## src/rtl/dq_pkg.sv

```systemverilog
`timescale 1ns / 1ps
// Shared constants, operation codes and inter-module structs for the deque unit.
// No dependencies; every other file of the deque unit except dq_ram uses this package.

package dq_pkg;

  // Sizing of the element store.
  localparam int DEPTH      = 1024;
  localparam int DATA_WIDTH = 32;
  localparam int IDX_W      = (DEPTH > 1) ? $clog2(DEPTH) : 1;
  localparam int CNT_W      = $clog2(DEPTH + 1);

  // Fixed field widths of the channel payloads.
  localparam int OP_W    = 3;
  localparam int DIN_W   = 32;
  localparam int VOUT_W  = 32;
  localparam int COUNT_W = 11;

  // Operation codes carried in the op field.
  typedef enum logic [OP_W-1:0] {
    OP_PUSH_FRONT = 3'd0,
    OP_PUSH_BACK  = 3'd1,
    OP_POP_FRONT  = 3'd2,
    OP_POP_BACK   = 3'd3,
    OP_PEEK_FRONT = 3'd4,
    OP_PEEK_BACK  = 3'd5
  } op_t;

  // One access of the element store, issued in the accept cycle.
  typedef struct packed {
    logic                  we;
    logic                  re;
    logic [IDX_W-1:0]      addr;
    logic [DATA_WIDTH-1:0] wdata;
  } ram_cmd_t;

  // Status of one operation, carried alongside the store read.
  typedef struct packed {
    logic             rd;
    logic [CNT_W-1:0] count;
    logic             empty;
    logic             ovf;
  } res_info_t;

endpackage

```

## src/rtl/dq_ctrl.sv

```systemverilog
`timescale 1ns / 1ps
// Pointer and count control of the deque: decodes each operation, updates the
// front and back indices and the element count, and issues the store access.
// Depends on dq_pkg.

module dq_ctrl (
  input  logic                            clk,
  input  logic                            rst,
  input  logic                            accept,
  input  logic [dq_pkg::OP_W-1:0]         op,
  input  logic [dq_pkg::DIN_W-1:0]        data_in,
  output dq_pkg::ram_cmd_t                cmd,
  output dq_pkg::res_info_t               info
);
  import dq_pkg::*;

  logic [IDX_W-1:0] front_index;
  logic [IDX_W-1:0] front_index_next;
  logic [IDX_W-1:0] back_index;
  logic [IDX_W-1:0] back_index_next;
  logic [CNT_W-1:0] element_count;
  logic [CNT_W-1:0] element_count_next;

  logic             full;
  logic             empty;
  logic [IDX_W-1:0] front_inc;
  logic [IDX_W-1:0] front_dec;
  logic [IDX_W-1:0] back_inc;
  logic [IDX_W-1:0] back_dec;

  // Status of the current contents and the wrapped neighbor indices.
  assign full  = (element_count == CNT_W'(DEPTH));
  assign empty = (element_count == '0);

  assign front_inc = (front_index == IDX_W'(DEPTH - 1)) ? '0 : front_index + 1'b1;
  assign front_dec = (front_index == '0) ? IDX_W'(DEPTH - 1) : front_index - 1'b1;
  assign back_inc  = (back_index == IDX_W'(DEPTH - 1)) ? '0 : back_index + 1'b1;
  assign back_dec  = (back_index == '0) ? IDX_W'(DEPTH - 1) : back_index - 1'b1;

  // Operation decode. Each operation touches at most one entry, so a write and
  // a read never meet in the same cycle and a read in the cycle after a write to
  // the same entry already sees the new value in the array.
  always_comb begin
    front_index_next   = front_index;
    back_index_next    = back_index;
    element_count_next = element_count;
    cmd.we             = 1'b0;
    cmd.re             = 1'b0;
    cmd.addr           = front_index;
    cmd.wdata          = DATA_WIDTH'(data_in);
    info.rd            = 1'b0;
    info.ovf           = 1'b0;
    case (op)
      OP_PUSH_FRONT: begin
        if (full) begin
          info.ovf = 1'b1;
        end else begin
          cmd.we             = 1'b1;
          cmd.addr           = front_dec;
          front_index_next   = front_dec;
          element_count_next = element_count + 1'b1;
        end
      end
      OP_PUSH_BACK: begin
        if (full) begin
          info.ovf = 1'b1;
        end else begin
          cmd.we             = 1'b1;
          cmd.addr           = back_index;
          back_index_next    = back_inc;
          element_count_next = element_count + 1'b1;
        end
      end
      OP_POP_FRONT: begin
        if (!empty) begin
          cmd.re             = 1'b1;
          cmd.addr           = front_index;
          info.rd            = 1'b1;
          front_index_next   = front_inc;
          element_count_next = element_count - 1'b1;
        end
      end
      OP_POP_BACK: begin
        if (!empty) begin
          cmd.re             = 1'b1;
          cmd.addr           = back_dec;
          info.rd            = 1'b1;
          back_index_next    = back_dec;
          element_count_next = element_count - 1'b1;
        end
      end
      OP_PEEK_FRONT: begin
        if (!empty) begin
          cmd.re   = 1'b1;
          cmd.addr = front_index;
          info.rd  = 1'b1;
        end
      end
      OP_PEEK_BACK: begin
        if (!empty) begin
          cmd.re   = 1'b1;
          cmd.addr = back_dec;
          info.rd  = 1'b1;
        end
      end
      default: begin
      end
    endcase
    info.count = element_count_next;
    info.empty = (element_count_next == '0);

    // Nothing happens to the store unless the transaction is accepted.
    if (!accept) begin
      cmd.we = 1'b0;
      cmd.re = 1'b0;
    end
  end

  // Pointer and count registers.
  always_ff @(posedge clk) begin
    if (rst) begin
      front_index   <= '0;
      back_index    <= '0;
      element_count <= '0;
    end else if (accept) begin
      front_index   <= front_index_next;
      back_index    <= back_index_next;
      element_count <= element_count_next;
    end
  end

endmodule

```

## config.mk

```make
export PLATFORM = sky130hd
export DESIGN_NAME = dq_ctrl
export DESIGN_NICKNAME = d
export VERILOG_FILES = /design/src/rtl/dq_pkg.sv /design/src/rtl/dq_ctrl.sv
export SDC_FILE = /design/constraint.sdc
export NUM_CORES = 1
export LEC_CHECK = 0
export BUFFER_PORTS_ARGS = -buffer_cell sky130_fd_sc_hd__buf_2
export CAP_MARGIN = 40
export CORE_MARGIN = 4
export CORE_UTILIZATION = 40
export DETAILED_ROUTE_END_ITERATION = 16
export PLACE_DENSITY = 0.75
export REMOVE_ABC_BUFFERS = 1
export SETUP_SLACK_MARGIN = 0.15
export SYNTH_ARGS = -nofsm -noshare
export SYNTH_HDL_FRONTEND = slang
export SYNTH_SLANG_ARGS = --single-unit
```

## constraint.sdc

```tcl
create_clock -name clk -period 3.8 [get_ports clk]
set_input_delay 0.19 -clock clk [delete_from_list [all_inputs] [get_ports clk]]
set_output_delay 0.19 -clock clk [all_outputs]
set_load 0.02 [all_outputs]
```

==> results of run 1 <==
layer usage:
layer | global-route usage [%] | part of all wire, % | vias up
met5 | 4.76 | 0.26 | -
met4 | 4.56 | 1.8 | 2
met3 | 7.08 | 9.8 | 30
met2 | 32.5 | 44 | 200
met1 | 28.9 | 45 | 1894
li1 | - | - | 1881
area by class of cell:
cell class	count	area (um^2)	share of cell area, %
Timing Repair Buffer	37	200	5.43
Clock inverter	2	35.0	0.951
Inverter	25	93.8	2.55
Tap cell	108	135	3.67
Sequential cell	31	621	16.8
Clock buffer	6	82.6	2.24
Multi-Input combinational cell	406	2520	68.3
state kept, by name (all words and copies together) (netlist names):
| signal | cells |
|---|---|
| back_index | 10 |
| element_count | 11 |
| front_index | 10 |
cell families after synthesis:
group | share of synthesized area (%)
AOI/OAI and AO/OA | 27.6
DFF | 16.9
muxes | 4.22
buffers and inverters | 14.8
xor gates and xnor gates | 3.57
adders and majority gates | 3.34
and+or+nand+nor | 29.6
final timing paths:
| check | endpoint | slack [ps] | cells past startpoint |
|---|---|---|---|
| max | cmd[37] | 390 | 9 |
| min | element_count[4] | 350 | 3 |
| max reg2reg | back_index[1] | 1050 | 8 |
| min reg2reg | back_index[0] | 580 | 2 |
worst min-delay path, stage by stage:
cell and delay (ps):
buf_2 240, nand2_1 120, a21oi_1 60
stage by stage:
stage,instance area (um^2),hold WS [ps]
floorplan,3230,259
global route,3680,380
finish,3680,350
detailed placement,3560,380
CTS,3680,355
global placement,3560,380
placed cells by master, fill, tap and decap left out, types with 11 or more instances in the layout:
cell      count
inv_1        25
nor4_1       12
nand3_1      17
a21oi_1      32
mux2i_1      11
or3_1        11
o21ai_0      34
nor3_1       24
xnor2_1      11
buf_2        31
a211oi_1     14
dfxtp_1      31
nor2_1       59
nand2_1      45
power breakdown:
part	total (uW)	internal, uW	switching, uW
Sequential	389	342	47.1
Combinational	533	198	334
Clock	359	212	147
timing repair:
action	in CTS	in global routing
gates resized for setup	0	1
setup endpoints to repair	0	1
endpoints found under the hold margin	0	0
==> flow_metrics.tcl, run 1 <==
set metrics [dict create \
    status "finished, final reports clean" \
    grt_pass1_vias 3624 \
    ys_seq_elements 31 \
    critical_path.max_fanout 9 \
    cts_hold_buf 0 \
    grt_pass1_wl_um 19400 \
    yosysSeqAreaShare_pct 16.9 \
    critPathLaunch "back_index[0]" \
    drive_above_1_share_pct 12.0 \
    end_kind "output port" \
    port_buffers 31 \
    syn_inst 545 \
    yosysMostFrequentCell "nor2_1" \
    die_w_um 104 \
    cts_made_buffers 5 \
    dp_hpwl_um 8750 \
    hold_viol_final 0 \
    fin_ws_ps 394 \
    grt_max_degree 33 \
    grt_overflow_total 0 \
    cts_sinks 31 \
    dr.pass1.iters 6 \
    ant_nets 0 \
    r2r-start "back_index[0]" \
    die_h_um 104 \
    path_cells "inv_1 -> ha_1 -> or4b_4 -> or4_4 -> or3_1 -> a311o_1 -> o211ai_1 -> o21a_1 -> buf_2" \
    coreArea_mm2 0.00885 \
    post-route-min-period_ps 3410 \
    clkLatencyLatePin_ps 300 \
    cts.htree.levels 2 \
    fin_crit_sh_pct 89.6 \
    hp-class "in -> reg" \
    power.leakage_uw 0.00140 \
    pre_cts_slack_ps 585 \
    worstMarginPinSlew_ps 918 \
    crit_required_ps 3610 \
    rsz0062_at_grt "false" \
    peakVddDrop_mv 0.156 \
    critical_path.top_delay_family "simple AND/OR/NAND/NOR gates" \
    ios 96 \
    crit_buf_inv 2 \
    start_util_pct 41.5 \
    utilization_pct 41.6 \
    fmax_mhz 294 \
    ys_top_cells_by_count "nor2_1, nand2_1, clkbuf_1" \
    antenna_found_initial 0 \
    hold_start "accept" \
    track_usage_pct 21.4 \
    wl_per_cell_um 19.5 \
    finClkSkew_ps 11.9 \
    cts_buffer_depth 2 \
    syn_area_mm2 0.00368 \
    synth.top_cell.area_share_pct 16.9 \
    drt_wl_total_um 12000 \
    crit_type "reg -> out" \
    die-area_mm2 0.0108 \
    row_count 34 \
    synth_flop_cell "dfxtp_1" \
    vias 4007 \
    cts_root_buf "clkbuf_8" \
    synthArstFlopShare_pct 0 \
    cts_tree "built" \
    synth.area.top_cells "dfxtp_1, buf_4, nor2_1" \
    start_kind "flop" \
    drt_iter0_drc 303 \
    finalNonFillerCells 615 \
    nFillCells 939 \
    power_density_mw_per_mm2 348 \
    finalSetupViolCount 0 \
    cp_slowest_cell "or4b_4" \
    max_cap_viol_count 0 \
    via_per_inst 6.52 \
    synth_area_leader_cell "dfxtp_1" \
    syn2layout_area_growth_pct 0.204 \
    dp.cells 607 \
    gp_congestion 0.989 \
    drc 0 \
    ys.warnings.count 0 \
    crit_arrival_ps 3220 \
    clkSlewWorstSetupHoldPaths_ps 80 \
    post-cts-setup-buffers 0 \
    syn_avg_cell_area_um2 6.75 \
    slew_headroom_pct 38.3 \
    nNetsFinal 553 \
    finalPower_uw 1280 \
    synth_edf_count 0 \
    slew_viol_final 0 \
    n_antenna_cell 0 \
    setup-tns-final_ps 0 \
    slowest_delay_ps 490 \
    synth.distinct_cells 68 \
]
No activity file was read; power rests on OpenSTA's default activity.
==> run 2: changes to the inputs <==
Settings changed: ABC_AREA set to 1, GPL_TIMING_DRIVEN set to 0.
==> run 2 against run 1 <==
  * Clock power shrank 16%
  * First-iteration DRC count shrank 7.3%
  * Synthesized area grew 2.5%
  * Final area grew 2.9%
  * Power shrank 6.5%
  * Cell count grew 21%
  * Critical endpoint is now cmd[39]
  * Largest cell class unchanged
==> flow_metrics.tcl, run 2 <==
set metrics [dict create \
    worstMarginPinSlew_ps 816 \
    synth.top_cell.area_share_pct 16.5 \
    fin_crit_sh_pct 72.1 \
    hold_depth 2 \
    post-cts-setup-buffers 0 \
    ant_nets 0 \
    cts_hold_buf 0 \
    cp_num_cells 10 \
    via_per_inst 5.56 \
    dp.cells 737 \
    wl_per_cell_um 15.3 \
    slowest_delay_ps 460 \
    path_cells "inv_1 -> ha_1 -> nand2_4 -> nor2_8 -> nand2_2 -> nand4_2 -> nand3_1 -> nand2_1 -> nand4_1 -> buf_2" \
    row_count 35 \
    cp_slowest_cell "dfxtp_1" \
    final_cell_mix "nand2_1, inv_1, nor2_1" \
    r2r-start "element_count[0]" \
    yosysSeqAreaShare_pct 16.5 \
    die_w_um 105 \
    dr.pass1.iters 5 \
    end_kind "output port" \
    max_cap_viol_count 0 \
    rsz0062_at_grt "false" \
    cp-endpoint "cmd[39]" \
    drt_iter0_drc 281 \
    clkLatencyLatePin_ps 300 \
    ios 96 \
    fmax_mhz 365 \
    synth_flop_cell "dfxtp_1" \
    post_cts_resized 0 \
    grt_pass1_wl_um 18600 \
    regMostFlops "element_count" \
    slew_viol_final 0 \
    rr_worst_depth 11 \
    grt_max_degree 26 \
    crit_arrival_ps 2550 \
    port_buffers 31 \
    syn2layout_area_growth_pct 0.598 \
    die_h_um 105 \
    yosysMostFrequentCell "nand2_1" \
    synthArstFlopShare_pct 0 \
    die-area_mm2 0.0110 \
    peakVddDrop_mv 0.159 \
    critical_path.max_fanout 25 \
    syn_avg_cell_area_um2 5.79 \
    grt_overflow_total 0 \
    track_usage_pct 20.3 \
    cts_sinks 31 \
    critPathLaunch "element_count[0]" \
    mostFrequentLayoutCell "nand2_1" \
    finClkSkew_ps 15.6 \
    largest_register_ffs 11 \
    cts_root_buf "clkbuf_8" \
    hp-class "in -> reg" \
    drt_wl_total_um 11400 \
    vias 4144 \
    coreArea_mm2 0.00920 \
    power.leakage_uw 0.00190 \
    finalSetupViolCount 0 \
    slew_headroom_pct 45.6 \
    status "finished, final reports clean" \
    syn_inst 651 \
    cts.htree.levels 2 \
    crit_type "reg -> out" \
    drive_above_1_share_pct 10.6 \
    start_kind "flop" \
    crit_required_ps 3610 \
    synth_area_leader_cell "dfxtp_1" \
    crit_buf_inv 2 \
    rrSetupSlack_ps 1560 \
    cts_buffer_depth 2 \
    cts_made_buffers 5 \
    n_antenna_cell 0 \
    post-route-min-period_ps 2740 \
    synth.area.top_cells "dfxtp_1, nand2_1, inv_1" \
    ys.warnings.count 0 \
    cts_tree "built" \
    critical_path.top_delay_family "simple AND/OR/NAND/NOR gates" \
    power_density_mw_per_mm2 316 \
    finalNonFillerCells 745 \
    dp_hpwl_um 8460 \
    r2r_end "back_index[1]" \
    syn_area_mm2 0.00377 \
    synth_edf_count 0 \
    antenna_found_initial 0 \
    clkSlewWorstSetupHoldPaths_ps 60 \
    start_util_pct 41.0 \
    ys_seq_elements 31 \
    grt_pass1_vias 3630 \
    utilization_pct 41.2 \
    gp_congestion 0.945 \
    ys_top_cells_by_count "nand2_1, inv_1, nor2_1" \
    reg_top3 "element_count x11, back_index x10, front_index x10" \
    setup-tns-final_ps 0 \
    hold_viol_final 0 \
    synth.distinct_cells 39 \
    nNetsFinal 680 \
    drc 0 \
]
[run 2: changes by cell type in the layout (fill, tap and decap cells not counted), sizes merged, moves of 10 or more]
cell and delta:
nand2 +112, inv +58, nand3 +40, o21ai +23, nor2 +21, o211ai +16, nand4 +15, a211oi -13
mux2i -11, nor3 -11, nor4 -11, or3 -11, xnor2 -10
[run 2: through the flow]
| stage | total power [uW] | setup slack [ps] | instance area, um^2 | hold slack (ps) |
|---|---|---|---|---|
| finish | 1200 | 1060 | 3790 | 156 |
| global route | 1290 | 838 | 3790 | 181 |
| CTS | 1200 | 1080 | 3790 | 154 |
| detailed placement | 898 | 1400 | 3690 | 380 |
| global placement | 893 | 1390 | 3690 | 380 |
| floorplan | 761 | 1670 | 3400 | 259 |
[run 2: worst min-delay path by stage]
stage | slack, ps | end | startpoint
final | 160 | element_count[0] | accept
after floorplan | 260 | back_index[8] | rst
after global routing | 180 | element_count[2] | accept
after CTS | 150 | element_count[0] | accept
after global placement | 380 | cmd[30] | data_in[30]
after detailed placement | 380 | cmd[30] | data_in[30]
[run 2: kinds of logic (layout without fill, tap and decap cells)]
kind of cell	after synthesis	in the layout	synth area share, %
AOI/OAI and AO/OA	118	118	17.8
buffers and inverters	140	123	18.2
xor gates and xnor gates	14	14	3.25
DFF	31	31	16.5
and+or+nand+nor	339	339	41.3
adders and majority gates	9	9	2.99
[run 2: cell type report]
type	count	area, um^2
inverter	84	315
clock buffer	8	100
fill	1012	5410
timing repair buffer	31	155
tap	111	139
sequential	31	621
multi-input combinational	480	2460
[run 2: power breakdown]
group,switching [uW],total [uW],internal [uW],leakage (uW)
Clock,135,300,165,0.0000515
Combinational,348,511,163,0.00159
Sequential,41.1,387,346,0.000254
Total,524,1200,674,0.00190
[run 2: layer usage]
metal / vias to the layer above / GRT usage, % / part of all wire (%)
li1: 2069 / - / -
met1: 1883 / 28.5 / 46
met2: 175 / 30.2 / 43
met3: 17 / 6.67 / 9.9
met4: 0 / 4.12 / 1.4
met5: - / 1.90 / 0
